File: config.mk
export PLATFORM = sky130hd
export DESIGN_NAME = local_maximum_3x3_detector_top
export DESIGN_NICKNAME = d
export VERILOG_FILES = /design/src/hw/rtl/lmd_pkg.sv /design/src/hw/rtl/lmd_ram.sv /design/src/hw/rtl/lmd_decide.sv /design/src/hw/rtl/local_maximum_3x3_detector_top.sv
export SDC_FILE = /design/constraint.sdc
export NUM_CORES = 1
export LEC_CHECK = 0
export ABC_AREA = 1
export BUFFER_PORTS_ARGS = -buffer_cell sky130_fd_sc_hd__buf_4
export CAP_MARGIN = 30
export CORE_MARGIN = 2
export CORE_UTILIZATION = 60
export DETAILED_ROUTE_END_ITERATION = 6
export GPL_ROUTABILITY_DRIVEN = 1
export HOLD_SLACK_MARGIN = 0.05
export PLACE_DENSITY = 0.76
export REMOVE_ABC_BUFFERS = 1
export SLEW_MARGIN = 30
export SYNTH_ARGS = -nofsm -noshare
export SYNTH_HDL_FRONTEND = slang
export SYNTH_SLANG_ARGS = --single-unit
File: constraint.sdc
create_clock -name clock -period 4.8 [get_ports clock]
set_input_delay 0.96 -clock clock [delete_from_list [all_inputs] [get_ports clock]]
set_output_delay 0.96 -clock clock [all_outputs]
set_load 0.01 [all_outputs]
File: src/hw/rtl/lmd_pkg.sv
// Shared types, constants and the neighborhood compare for the 3x3 local maximum detector.
// Depends on nothing. Used by lmd_decide, the top level and the bench.
package lmd_pkg;

   localparam int MAX_SIDE   = 64;
   localparam int PIXEL_BITS = 8;
   localparam int SIDE_W     = 7;
   localparam int COORD_W    = $clog2(MAX_SIDE);
   localparam int ADDR_W     = $clog2(MAX_SIDE);
   localparam int NUM_SLOTS  = 4;
   localparam int WIN_CELLS  = 9;

   typedef logic [PIXEL_BITS-1:0] pixel_type;
   typedef logic [WIN_CELLS-1:0][PIXEL_BITS-1:0] window_type;

   // Position of the newest pixel in the window, plus the bounds flags used by the compare
   typedef struct packed {
      logic [COORD_W-1:0] row;
      logic [COORD_W-1:0] col;
      logic               row_ge1;
      logic               row_ge2;
      logic               col_ge1;
      logic               col_ge2;
      logic               row_last;
      logic               col_last;
   } pos_type;

   // True when no valid neighbor of cell (wr,wc) is strictly greater.
   // rv/cv flag which window rows/columns lie inside the image.
   function automatic logic cell_max(window_type win, int wr, int wc,
                                     logic [2:0] rv, logic [2:0] cv);
      logic ok;
      ok = 1'b1;
      for (int i = 0; i < 3; i++) begin
         for (int j = 0; j < 3; j++) begin
            if (!(i == wr && j == wc) && i >= wr - 1 && i <= wr + 1 &&
                j >= wc - 1 && j <= wc + 1 && rv[i] && cv[j] &&
                win[i*3+j] > win[wr*3+wc]) begin
               ok = 1'b0;
            end
         end
      end
      return ok;
   endfunction

endpackage

File: src/hw/rtl/lmd_ram.sv
// Generic single-write, single-read RAM with registered read data.
// Depends on nothing.
module lmd_ram #(
   parameter int WIDTH = 16,
   parameter int DEPTH = 64
) (
   input  logic                     clock,
   input  logic                     wr_en,
   input  logic [$clog2(DEPTH)-1:0] wr_addr,
   input  logic [WIDTH-1:0]         wr_data,
   input  logic                     rd_en,
   input  logic [$clog2(DEPTH)-1:0] rd_addr,
   output logic [WIDTH-1:0]         rd_data
);

   logic [WIDTH-1:0] mem_ff [DEPTH];
   logic [WIDTH-1:0] rd_data_ff;

   always_ff @(posedge clock) begin
      if (wr_en) begin
         mem_ff[wr_addr] <= wr_data;
      end
      // hold the last read while not enabled
      if (rd_en) begin
         rd_data_ff <= mem_ff[rd_addr];
      end
   end

   assign rd_data = rd_data_ff;

endmodule

File: src/hw/rtl/lmd_decide.sv
// Decides which of the four candidate centers of the 3x3 window are local maxima.
// Depends on lmd_pkg.
module lmd_decide (
   input  lmd_pkg::window_type          win,
   input  lmd_pkg::pos_type             pos,
   output logic [lmd_pkg::NUM_SLOTS-1:0] hit
);
   import lmd_pkg::*;

   logic [2:0] rv;
   logic [2:0] cv;

   // window row 0 is r-2, row 1 is r-1, row 2 is r; same for columns
   assign rv = {1'b1, pos.row_ge1, pos.row_ge2};
   assign cv = {1'b1, pos.col_ge1, pos.col_ge2};

   assign hit[0] = pos.row_ge1  & pos.col_ge1  & cell_max(win, 1, 1, rv, cv);
   assign hit[1] = pos.row_ge1  & pos.col_last & cell_max(win, 1, 2, rv, cv);
   assign hit[2] = pos.row_last & pos.col_ge1  & cell_max(win, 2, 1, rv, cv);
   assign hit[3] = pos.row_last & pos.col_last & cell_max(win, 2, 2, rv, cv);

endmodule

File: src/hw/rtl/local_maximum_3x3_detector_top.sv
// Top level of the streaming 3x3 local maximum detector.
// Depends on lmd_pkg, lmd_ram and lmd_decide.
//
// Feed the pixels of a square image of csr_wr_data rows and columns in raster order on the
// req_ channel; the block reports every pixel that no in-image neighbor (diagonals
// included) exceeds, ties counting as maxima, as row, column and value on the rsp_ channel.
// A pixel is reported once its neighbors have arrived, so the pixel at (r,c) releases
// (r-1,c-1), plus (r-1,c) at the end of a row, plus the last row's pixels as they arrive;
// one transfer in gives zero to four transfers out, and rsp_last_of_run marks the final one.
// A new pixel is taken every cycle while the output buffer drains; each input transfer is
// registered in stage 1 alongside its line-store read, then in the output buffer, before
// its first result shows. Results leave one per cycle while rsp_ready is high, from a
// four-slot output buffer that takes the next decided pixel only once it drains, so a pixel
// releasing k > 1 results holds the input until all k have left (end of row and last row).
// The two previous image rows live in one 64-entry RAM, one word per column. A side of 0
// acts as 1 and one above 64 acts as 64. Writing the side restarts the frame; write it
// only while the block is idle. After the final pixel the next one starts a new frame.
module local_maximum_3x3_detector_top (
   input  logic                          clock,
   input  logic                          reset,
   input  logic                          req_valid,
   output logic                          req_ready,
   input  logic [7:0]                    req_pixel,
   output logic                          rsp_valid,
   input  logic                          rsp_ready,
   output logic [5:0]                    rsp_max_row,
   output logic [5:0]                    rsp_max_col,
   output logic [7:0]                    rsp_max_value,
   output logic                          rsp_last_of_run,
   input  logic                          csr_wr_en,
   input  logic [6:0]                    csr_wr_data
);
   import lmd_pkg::*;

   // configuration and raster counters
   logic [SIDE_W-1:0]  side_ff, side_in;
   logic [COORD_W-1:0] row_ff, row_in;
   logic [COORD_W-1:0] col_ff, col_in;

   // stage 1: pixel waiting for its line-store read
   logic               s1_valid_ff, s1_valid_in;
   pixel_type          s1_px_ff, s1_px_in;
   pos_type            s1_pos_ff, s1_pos_in;

   // 3x3 window
   window_type         win_ff, win_in;

   // output buffer: up to four decided pixels of one input
   logic [NUM_SLOTS-1:0]                 b_mask_ff, b_mask_in;
   logic [COORD_W-1:0]                   b_row_ff, b_row_in;
   logic [COORD_W-1:0]                   b_col_ff, b_col_in;
   logic [NUM_SLOTS-1:0][PIXEL_BITS-1:0] b_val_ff, b_val_in;

   logic [SIDE_W-1:0]      side_eff;
   logic [COORD_W-1:0]     last_idx;
   logic                   wrap;
   logic [COORD_W-1:0]     cur_r;
   logic [COORD_W-1:0]     cur_c;
   logic                   in_xfer;
   logic                   out_xfer;
   logic                   s1_adv;
   logic                   buf_free;
   logic [NUM_SLOTS-1:0]   sel;
   logic [NUM_SLOTS-1:0]   hit;
   logic [2*PIXEL_BITS-1:0] rd_data;
   pixel_type              up_px;
   pixel_type              mid_px;
   window_type             win_next;
   pos_type                pos_new;
   logic [PIXEL_BITS-1:0]  val_sel;

   // clamp the side into 1..MAX_SIDE
   always_comb begin
      if (side_ff == '0) begin
         side_eff = SIDE_W'(1);
      end else if (side_ff > SIDE_W'(MAX_SIDE)) begin
         side_eff = SIDE_W'(MAX_SIDE);
      end else begin
         side_eff = side_ff;
      end
   end
   assign last_idx = COORD_W'(side_eff - SIDE_W'(1));

   // handshakes
   assign out_xfer  = rsp_valid & rsp_ready;
   assign sel       = b_mask_ff & (~b_mask_ff + NUM_SLOTS'(1));
   assign buf_free  = ((b_mask_ff & ~(out_xfer ? sel : '0)) == '0);
   assign s1_adv    = s1_valid_ff & buf_free;
   assign req_ready = ~s1_valid_ff | s1_adv;
   assign in_xfer   = req_valid & req_ready;

   // position of the incoming pixel
   assign wrap  = (row_ff > last_idx) || (col_ff > last_idx);
   assign cur_r = wrap ? '0 : row_ff;
   assign cur_c = wrap ? '0 : col_ff;

   always_comb begin
      pos_new.row      = cur_r;
      pos_new.col      = cur_c;
      pos_new.row_ge1  = (cur_r != '0);
      pos_new.row_ge2  = (cur_r > COORD_W'(1));
      pos_new.col_ge1  = (cur_c != '0);
      pos_new.col_ge2  = (cur_c > COORD_W'(1));
      pos_new.row_last = (cur_r == last_idx);
      pos_new.col_last = (cur_c == last_idx);
   end

   // line stores: high half is row r-2, low half is row r-1 of each column
   lmd_ram #(
      .WIDTH (2*PIXEL_BITS),
      .DEPTH (MAX_SIDE)
   ) u_line_ram (
      .clock   (clock),
      .wr_en   (s1_adv),
      .wr_addr (s1_pos_ff.col),
      .wr_data ({mid_px, s1_px_ff}),
      .rd_en   (in_xfer),
      .rd_addr (cur_c),
      .rd_data (rd_data)
   );

   assign up_px  = rd_data[2*PIXEL_BITS-1:PIXEL_BITS];
   assign mid_px = rd_data[PIXEL_BITS-1:0];

   // shift the window one column left and insert the new column
   always_comb begin
      for (int i = 0; i < 3; i++) begin
         win_next[i*3+0] = win_ff[i*3+1];
         win_next[i*3+1] = win_ff[i*3+2];
      end
      win_next[2] = up_px;
      win_next[5] = mid_px;
      win_next[8] = s1_px_ff;
   end

   lmd_decide u_decide (
      .win (win_next),
      .pos (s1_pos_ff),
      .hit (hit)
   );

   // next state
   always_comb begin
      side_in     = side_ff;
      row_in      = row_ff;
      col_in      = col_ff;
      s1_valid_in = s1_valid_ff;
      s1_px_in    = s1_px_ff;
      s1_pos_in   = s1_pos_ff;
      win_in      = win_ff;
      b_mask_in   = b_mask_ff;
      b_row_in    = b_row_ff;
      b_col_in    = b_col_ff;
      b_val_in    = b_val_ff;

      // advance the raster counters
      if (in_xfer) begin
         s1_px_in  = req_pixel;
         s1_pos_in = pos_new;
         if (cur_c == last_idx) begin
            col_in = '0;
            row_in = (cur_r == last_idx) ? '0 : cur_r + COORD_W'(1);
         end else begin
            col_in = cur_c + COORD_W'(1);
            row_in = cur_r;
         end
      end

      if (in_xfer) begin
         s1_valid_in = 1'b1;
      end else if (s1_adv) begin
         s1_valid_in = 1'b0;
      end

      // load the buffer with the decided pixels, or drop the slot just sent
      if (s1_adv) begin
         win_in    = win_next;
         b_mask_in = hit;
         b_row_in  = s1_pos_ff.row;
         b_col_in  = s1_pos_ff.col;
         b_val_in  = {win_next[8], win_next[7], win_next[5], win_next[4]};
      end else if (out_xfer) begin
         b_mask_in = b_mask_ff & ~sel;
      end

      // a side write restarts the frame
      if (csr_wr_en) begin
         side_in = csr_wr_data;
         row_in  = '0;
         col_in  = '0;
         win_in  = '0;
      end
   end

   always_ff @(posedge clock) begin
      if (reset) begin
         side_ff     <= SIDE_W'(MAX_SIDE);
         row_ff      <= '0;
         col_ff      <= '0;
         s1_valid_ff <= 1'b0;
         win_ff      <= '0;
         b_mask_ff   <= '0;
      end else begin
         side_ff     <= side_in;
         row_ff      <= row_in;
         col_ff      <= col_in;
         s1_valid_ff <= s1_valid_in;
         win_ff      <= win_in;
         b_mask_ff   <= b_mask_in;
      end
      s1_px_ff  <= s1_px_in;
      s1_pos_ff <= s1_pos_in;
      b_row_ff  <= b_row_in;
      b_col_ff  <= b_col_in;
      b_val_ff  <= b_val_in;
   end

   // present the lowest pending slot; slots run (r-1,c-1), (r-1,c), (r,c-1), (r,c)
   always_comb begin
      val_sel = '0;
      for (int k = 0; k < NUM_SLOTS; k++) begin
         if (sel[k]) begin
            val_sel = val_sel | b_val_ff[k];
         end
      end
   end

   assign rsp_valid       = |b_mask_ff;
   assign rsp_max_row     = (sel[0] | sel[1]) ? b_row_ff - COORD_W'(1) : b_row_ff;
   assign rsp_max_col     = (sel[0] | sel[2]) ? b_col_ff - COORD_W'(1) : b_col_ff;
   assign rsp_max_value   = val_sel;
   assign rsp_last_of_run = ((b_mask_ff & ~sel) == '0);

endmodule

# Word level (Yosys, flattened, before mapping)
# Memory sizes are Yosys's and may differ from the RTL's. A register that Yosys moved wholly into a read port is not among the register bits.
# Index checks and enable logic that the tools add are counted.
# totals
inputBits	20
memories	1
word_cells	158
ramBits	1024
register_bits	142
output_inout_bits	23
# memory_table
memory	words	word_bits	rd	rd_ports_with_merged_regs	wr	line	text
u_line_ram.mem_ff	64	16	1	1	1	lmd_ram.sv:16	logic [WIDTH-1:0] mem_ff [DEPTH];
# op_classes
n_lt_le_gt_ge	26
bitwise	24
reduce_logical	32
eq_ne	2
addsub	6
muxes	41
# ops
operator	count
8-bit > comparator	21
6-bit 2-to-1 mux	9
8-bit 2-to-1 mux	4
1-bit 2-to-1 mux	25
8-bit bitwise OR	3
1-bit logical AND	22
6-bit by 1-bit subtractor with 6-bit output, second input constant	3
6-bit by 1-bit adder with 6-bit output, second input constant	2
4-bit AND	3
6-bit == test	2
6-bit by 1-bit > comparator with 1-bit output, second input constant	2
6-bit > comparator	2
4-bit 2-to-1 mux	3
4-bit NOT	3
6-bit nonzero test	2
1-bit AND	11
4-bit logical NOT	2
7-bit > comparator, second input constant	1
7-bit logical NOT	1
4-bit by 1-bit adder with 4-bit output, second input constant	1
2-bit nonzero test	2
4-bit OR reduction	1
1-bit bitwise OR	3
2-bit OR reduction	1
2 further kinds	2

# Longest topological paths before layout
# logic_depth
word_depth	12
ltp_mapped	29
ltp_nobuf	28

# Modules after synthesis
# A second synthesis with hierarchy kept.
# hier_totals
hier_cells	4681
area_unflattened_um2	51428.1
# modules_own_cells
mod	seq_area_each_um2	n_inst	area_per_inst_um2	cells_each
lmd_ram	31230.0	1	42259.3	3517
local_maximum_3x3_detector_top	3543.4	1	6165.9	696
lmd_decide	0.0	1	3002.9	468

# Worst setup path before layout
# OpenSTA, ideal clock, no wires.
# synth_path
path_type	in2reg
start	input port rsp_ready
end	register b_col_ff[0] (enable)
required_ps	4375
cell_stages	7
path_buffers	3
setup_slack_ps	930
arrival_ps	3444
setup_ps	425
path_cell_list	nand2_1 -> o21ai_0 -> o2111ai_1 -> nor2_1 -> clkbuf_1 -> clkbuf_1 -> clkbuf_1
# synth_via
elab_chain_len	6
# synth_rtl
item	line	text
start, declared	local_maximum_3x3_detector_top.sv:25	input logic rsp_ready,
1-bit AND	local_maximum_3x3_detector_top.sv:85	assign out_xfer = rsp_valid & rsp_ready;
4-bit 2-to-1 mux	local_maximum_3x3_detector_top.sv:87	assign buf_free = ((b_mask_ff & ~(out_xfer ? sel : '0)) == '0);
4-bit NOT	local_maximum_3x3_detector_top.sv:87	
4-bit AND	local_maximum_3x3_detector_top.sv:87	
4-bit logical NOT	local_maximum_3x3_detector_top.sv:87	
1-bit AND	local_maximum_3x3_detector_top.sv:88	assign s1_adv = s1_valid_ff & buf_free;
named net s1_adv	local_maximum_3x3_detector_top.sv:61	logic s1_adv;
end signal, assigned	local_maximum_3x3_detector_top.sv:214	b_col_ff <= b_col_in;
end, declared	local_maximum_3x3_detector_top.sv:51	logic [COORD_W-1:0] b_col_ff, b_col_in;
# The timed path passes the listed nets, and every way through them passes these cells.
# A chain may end at the register's enable or synchronous reset.

# Final worst setup path
# layout_path
start	register side_ff[6]
end	register u_line_ram.rd_data_ff[3] (netlist: u_line_ram.rd_data[3]) (read register of u_line_ram.mem_ff), data pin
# layout_via
elab_chain_len	7
word_cells_on_any_way	9
classes_between	add/sub (1); order compare (3); mux (3); reduce/logical (2)
# layout_rtl
item	line	text
start, declared	local_maximum_3x3_detector_top.sv:36	logic [SIDE_W-1:0] side_ff, side_in;
start signal, assigned	local_maximum_3x3_detector_top.sv:197	side_ff <= SIDE_W'(MAX_SIDE);
start signal, assigned	local_maximum_3x3_detector_top.sv:204	side_ff <= side_in;
7-bit > comparator	local_maximum_3x3_detector_top.sv:76	end else if (side_ff > SIDE_W'(MAX_SIDE)) begin
6-bit 2-to-1 mux	local_maximum_3x3_detector_top.sv:76	
6-bit 2-to-1 mux (*)	local_maximum_3x3_detector_top.sv:74	if (side_ff == '0) begin
6-bit by 1-bit subtractor with 6-bit output (*)	local_maximum_3x3_detector_top.sv:82	assign last_idx = COORD_W'(side_eff - SIDE_W'(1));
6-bit > comparator	local_maximum_3x3_detector_top.sv:93	assign wrap = (row_ff > last_idx) || (col_ff > last_idx);
1-bit logical OR (*)	local_maximum_3x3_detector_top.sv:93	
6-bit 2-to-1 mux (*)	local_maximum_3x3_detector_top.sv:95	assign cur_c = wrap ? '0 : col_ff;
end, declared	lmd_ram.sv:17	logic [WIDTH-1:0] rd_data_ff;
# Every way passes the cells marked *; elsewhere a longest branch is shown, timed or not.

==> out/metrics.cfg <==
[floorplanning]
core_mm2=0.0840
die_w_um=296
fp.dieH_um=296
ioPinCount=43
start_util_pct=60.8
num_rows=106
die_area_mm2=0.0875

[synthesis]
synth_seq_cells=1182
synth_area_leaders=edfxtp_1 (65%), nand2_1 (7.2%), nand3_1 (5.2%)
synthCells=4376
synthArstFlopShare_pct=0
synth.top_cell.area_share_pct=65.3
syn_area_per_cell_um2=11.7
synth_common_cells=edfxtp_1 (1110), nand2_1 (974), nand3_1 (527), inv_1 (314), o211ai_1 (244)
syn_area_mm2=0.0511
synth.distinct_cells=43
synth_warnings=0
post-synth-top-area-cell=edfxtp_1
synth-edff-count=1110
ys_seq_area_share_pct=68.1
synth_most_common_cell=edfxtp_1
ys.flop_type=edfxtp_1

[finish]
nets=4645
area_delta_synth_final_pct=11.8
multiInputGateArea_mm2=0.0138
n_fill_cell=5842
drive_above_1_share_pct=10.0
fin_util_pct=68.0
seqCellArea_mm2=0.0348

[power]
p_int_mw=17.0
power.density_mw_per_mm2=385
finalPower_mw=22.0
swShare_pct=22.7
ir_drop_mv=0.287
p_leak_nw=21.5
seq_power_share_pct=52.8
p_comb_share_pct=7.4
p_switching_mw=5.00
p_clk_share_pct=39.8

[setup_path]
cp-start-kind=flip-flop
cp_data_required_time_ns=5.21
critPathMaxFanout=44
worstPathArrival_ns=4.97
worst_setup_path_end_kind=flip-flop
critPathKind=reg2reg

[timing]
finalSetupViolations=0
worstMarginPinSlew_ns=1.07
rsz0062_at_grt=yes
whs_ns=0.423
fin_ws_ns=0.237
report.final.hold_viol_count=0
maxSlewViolCount=0
final.period_utilization_pct=95.1
slew-limit-headroom_pct=28.8
fin_crit_ns=4.56
fin_skew_ns=0.0324
fmax_mhz=219

[clock_network]
numClockSinks=1182
cts_max_level=3
cts_buffers=116
clk_transition_reported_paths_ns=0.06
clock_latency_ns=0.69
cts_hold_buf=0
clock_path_buffers=3
cts.root.buffer_cell=clkbuf_16
cts_tree=yes

[grt]
antenna_found_initial=3
grt-ovfl-total=0
grt_max_degree=113
grt_use_total_pct=30.6
grt_pass1_vias=33421
grt_first_pass_wirelength_um=201000

[placement]
hpwl_um=79200
io_buffers=42
pre_cts_ws_ns=0.0443
place.gp.congestion=0.902

[run]
max-cap-violations=0

[worst_hold_path]
hp-class=reg2reg

[detailed_routing]
via_count=35202
antenna_left=0
wl_per_cell_um=23.5
post_drt_via_cell_ratio=6.16
drt_pass1_iterations=5
drt_iter0_markers=4545
drc_errors=0
wl_um=134000

[status]
outcome=completed

-- what timing repair did --
action	in CTS	in global routing
buffers inserted	0	10
gates resized for setup	1	25
pin swaps	0	2
gates cloned	1	3
endpoints found under the setup margin	1	28
-- cell families after synthesis --
| group | synth area share (%) |
|---|---|
| AOI/OAI and AO/OA | 7.90 |
| and+or+nand+nor | 15.4 |
| adders and majority gates | 3.36 |
| xor gates and xnor gates | 0.223 |
| DFF | 68.1 |
| buffers and inverters | 5.01 |
-- state kept, by name, indices dropped and copies added, names as in the netlist, 7 cells and up --
| signal | count |
|---|---|
| win_ff | 48 |
| b_val_ff | 32 |
| u_line_ram.rd_data | 16 |
| s1_px_ff | 8 |
| s1_pos_ff | 18 |
| side_ff | 7 |
| u_line_ram.mem_ff | 1024 |
-- path summary, 6_finish.rpt --
| kind | endpoint | from | slack, ns | depth (start not counted) |
|---|---|---|---|---|
| worst max-delay path | u_line_ram.rd_data[3]$_DFFE_PP_ | side_ff[6]$_SDFFE_PP1P_ | 0.24 | 27 |
| worst min-delay path | b_row_ff[1]$_DFFE_PP_ | s1_pos_ff[13]$_DFFE_PP_ | 0.42 | 0 |
| worst max register to register | u_line_ram.rd_data[3]$_DFFE_PP_ | side_ff[6]$_SDFFE_PP1P_ | 0.24 | 27 |
| worst min register to register | b_row_ff[1]$_DFFE_PP_ | s1_pos_ff[13]$_DFFE_PP_ | 0.42 | 0 |
-- layer usage --
layer | part of all wire [%] | global-route usage (%) | up-vias
li1 | - | - | 15906
met1 | 38 | 42.5 | 16810
met2 | 47 | 48.6 | 2167
met3 | 11 | 5.07 | 317
met4 | 3.9 | 12.4 | 2
met5 | 0.0060 | 0 | -
-- cell type report --
| cell class | count | share of cell area [%] |
|---|---|---|
| antenna | 1 | 0.00438 |
| clock buffer | 152 | 5.52 |
| tap | 1134 | 2.49 |
| sequential | 1182 | 60.9 |
| clock inverter | 59 | 0.863 |
| inverter | 327 | 2.19 |
| multi-input combinational | 2629 | 24.2 |
| timing repair buffer | 232 | 3.79 |
-- placed cells by master, fill, tap and decap left out, types with 71 or more instances in the layout --
master	synthesis	layout
o22ai_1	129	129
clkbuf_16	0	120
o21ai_0	91	89
nor2_1	241	232
dfxtp_1	72	71
ha_1	137	136
inv_1	314	314
a21oi_1	150	150
o211ai_1	244	244
edfxtp_1	1110	1110
buf_4	11	197
nand2_1	974	970
nand3_1	527	526
-- critical path: stages (launching register included) --
cell and delay [ns]:
dfxtp_1 0.33, inv_2 0.13, nand2_1 0.10, nor2_2 0.16
nor2_4 0.08, ha_2 0.23, xnor2_2 0.18, inv_1 0.11
ha_1 0.32, a21oi_1 0.15, o21ai_1 0.10, nand2_1 0.06
nand2_1 0.04, nand3_1 0.07, nand2_1 0.07, nand3_2 0.14
nand2_2 0.09, nor2_4 0.24, nand2_8 0.19, buf_16 0.23
buf_12 0.18, buf_4 0.20, o211ai_1 0.19, nand3_1 0.11
nand3_1 0.13, nand3_1 0.17, nand2_2 0.17, nand2_1 0.07
-- per-stage QoR --
stage / cells / cell area (µm²) / TNS [ns]
after floorplan: 4136 / 49700 / -4258.54
after global placement: 5489 / 53200 / 0
after detailed placement: 5489 / 53200 / 0
after CTS: 5701 / 56800 / -0.0227
after global routing: 5715 / 57100 / -0.0383
final: 5716 / 57100 / 0
-- power groups by stage --
stage                     Combinational [mW]  Clock [mW]  Sequential (mW)
final                                   1.62        8.75             11.6
after global routing                    1.77        9.18             11.6
after CTS                               1.57        8.80             11.6
after detailed placement                1.56           0             11.8
after global placement                  1.51           0             11.8
after floorplan                        0.863           0             11.9
Note: power is estimated with default switching activity, not from simulation.
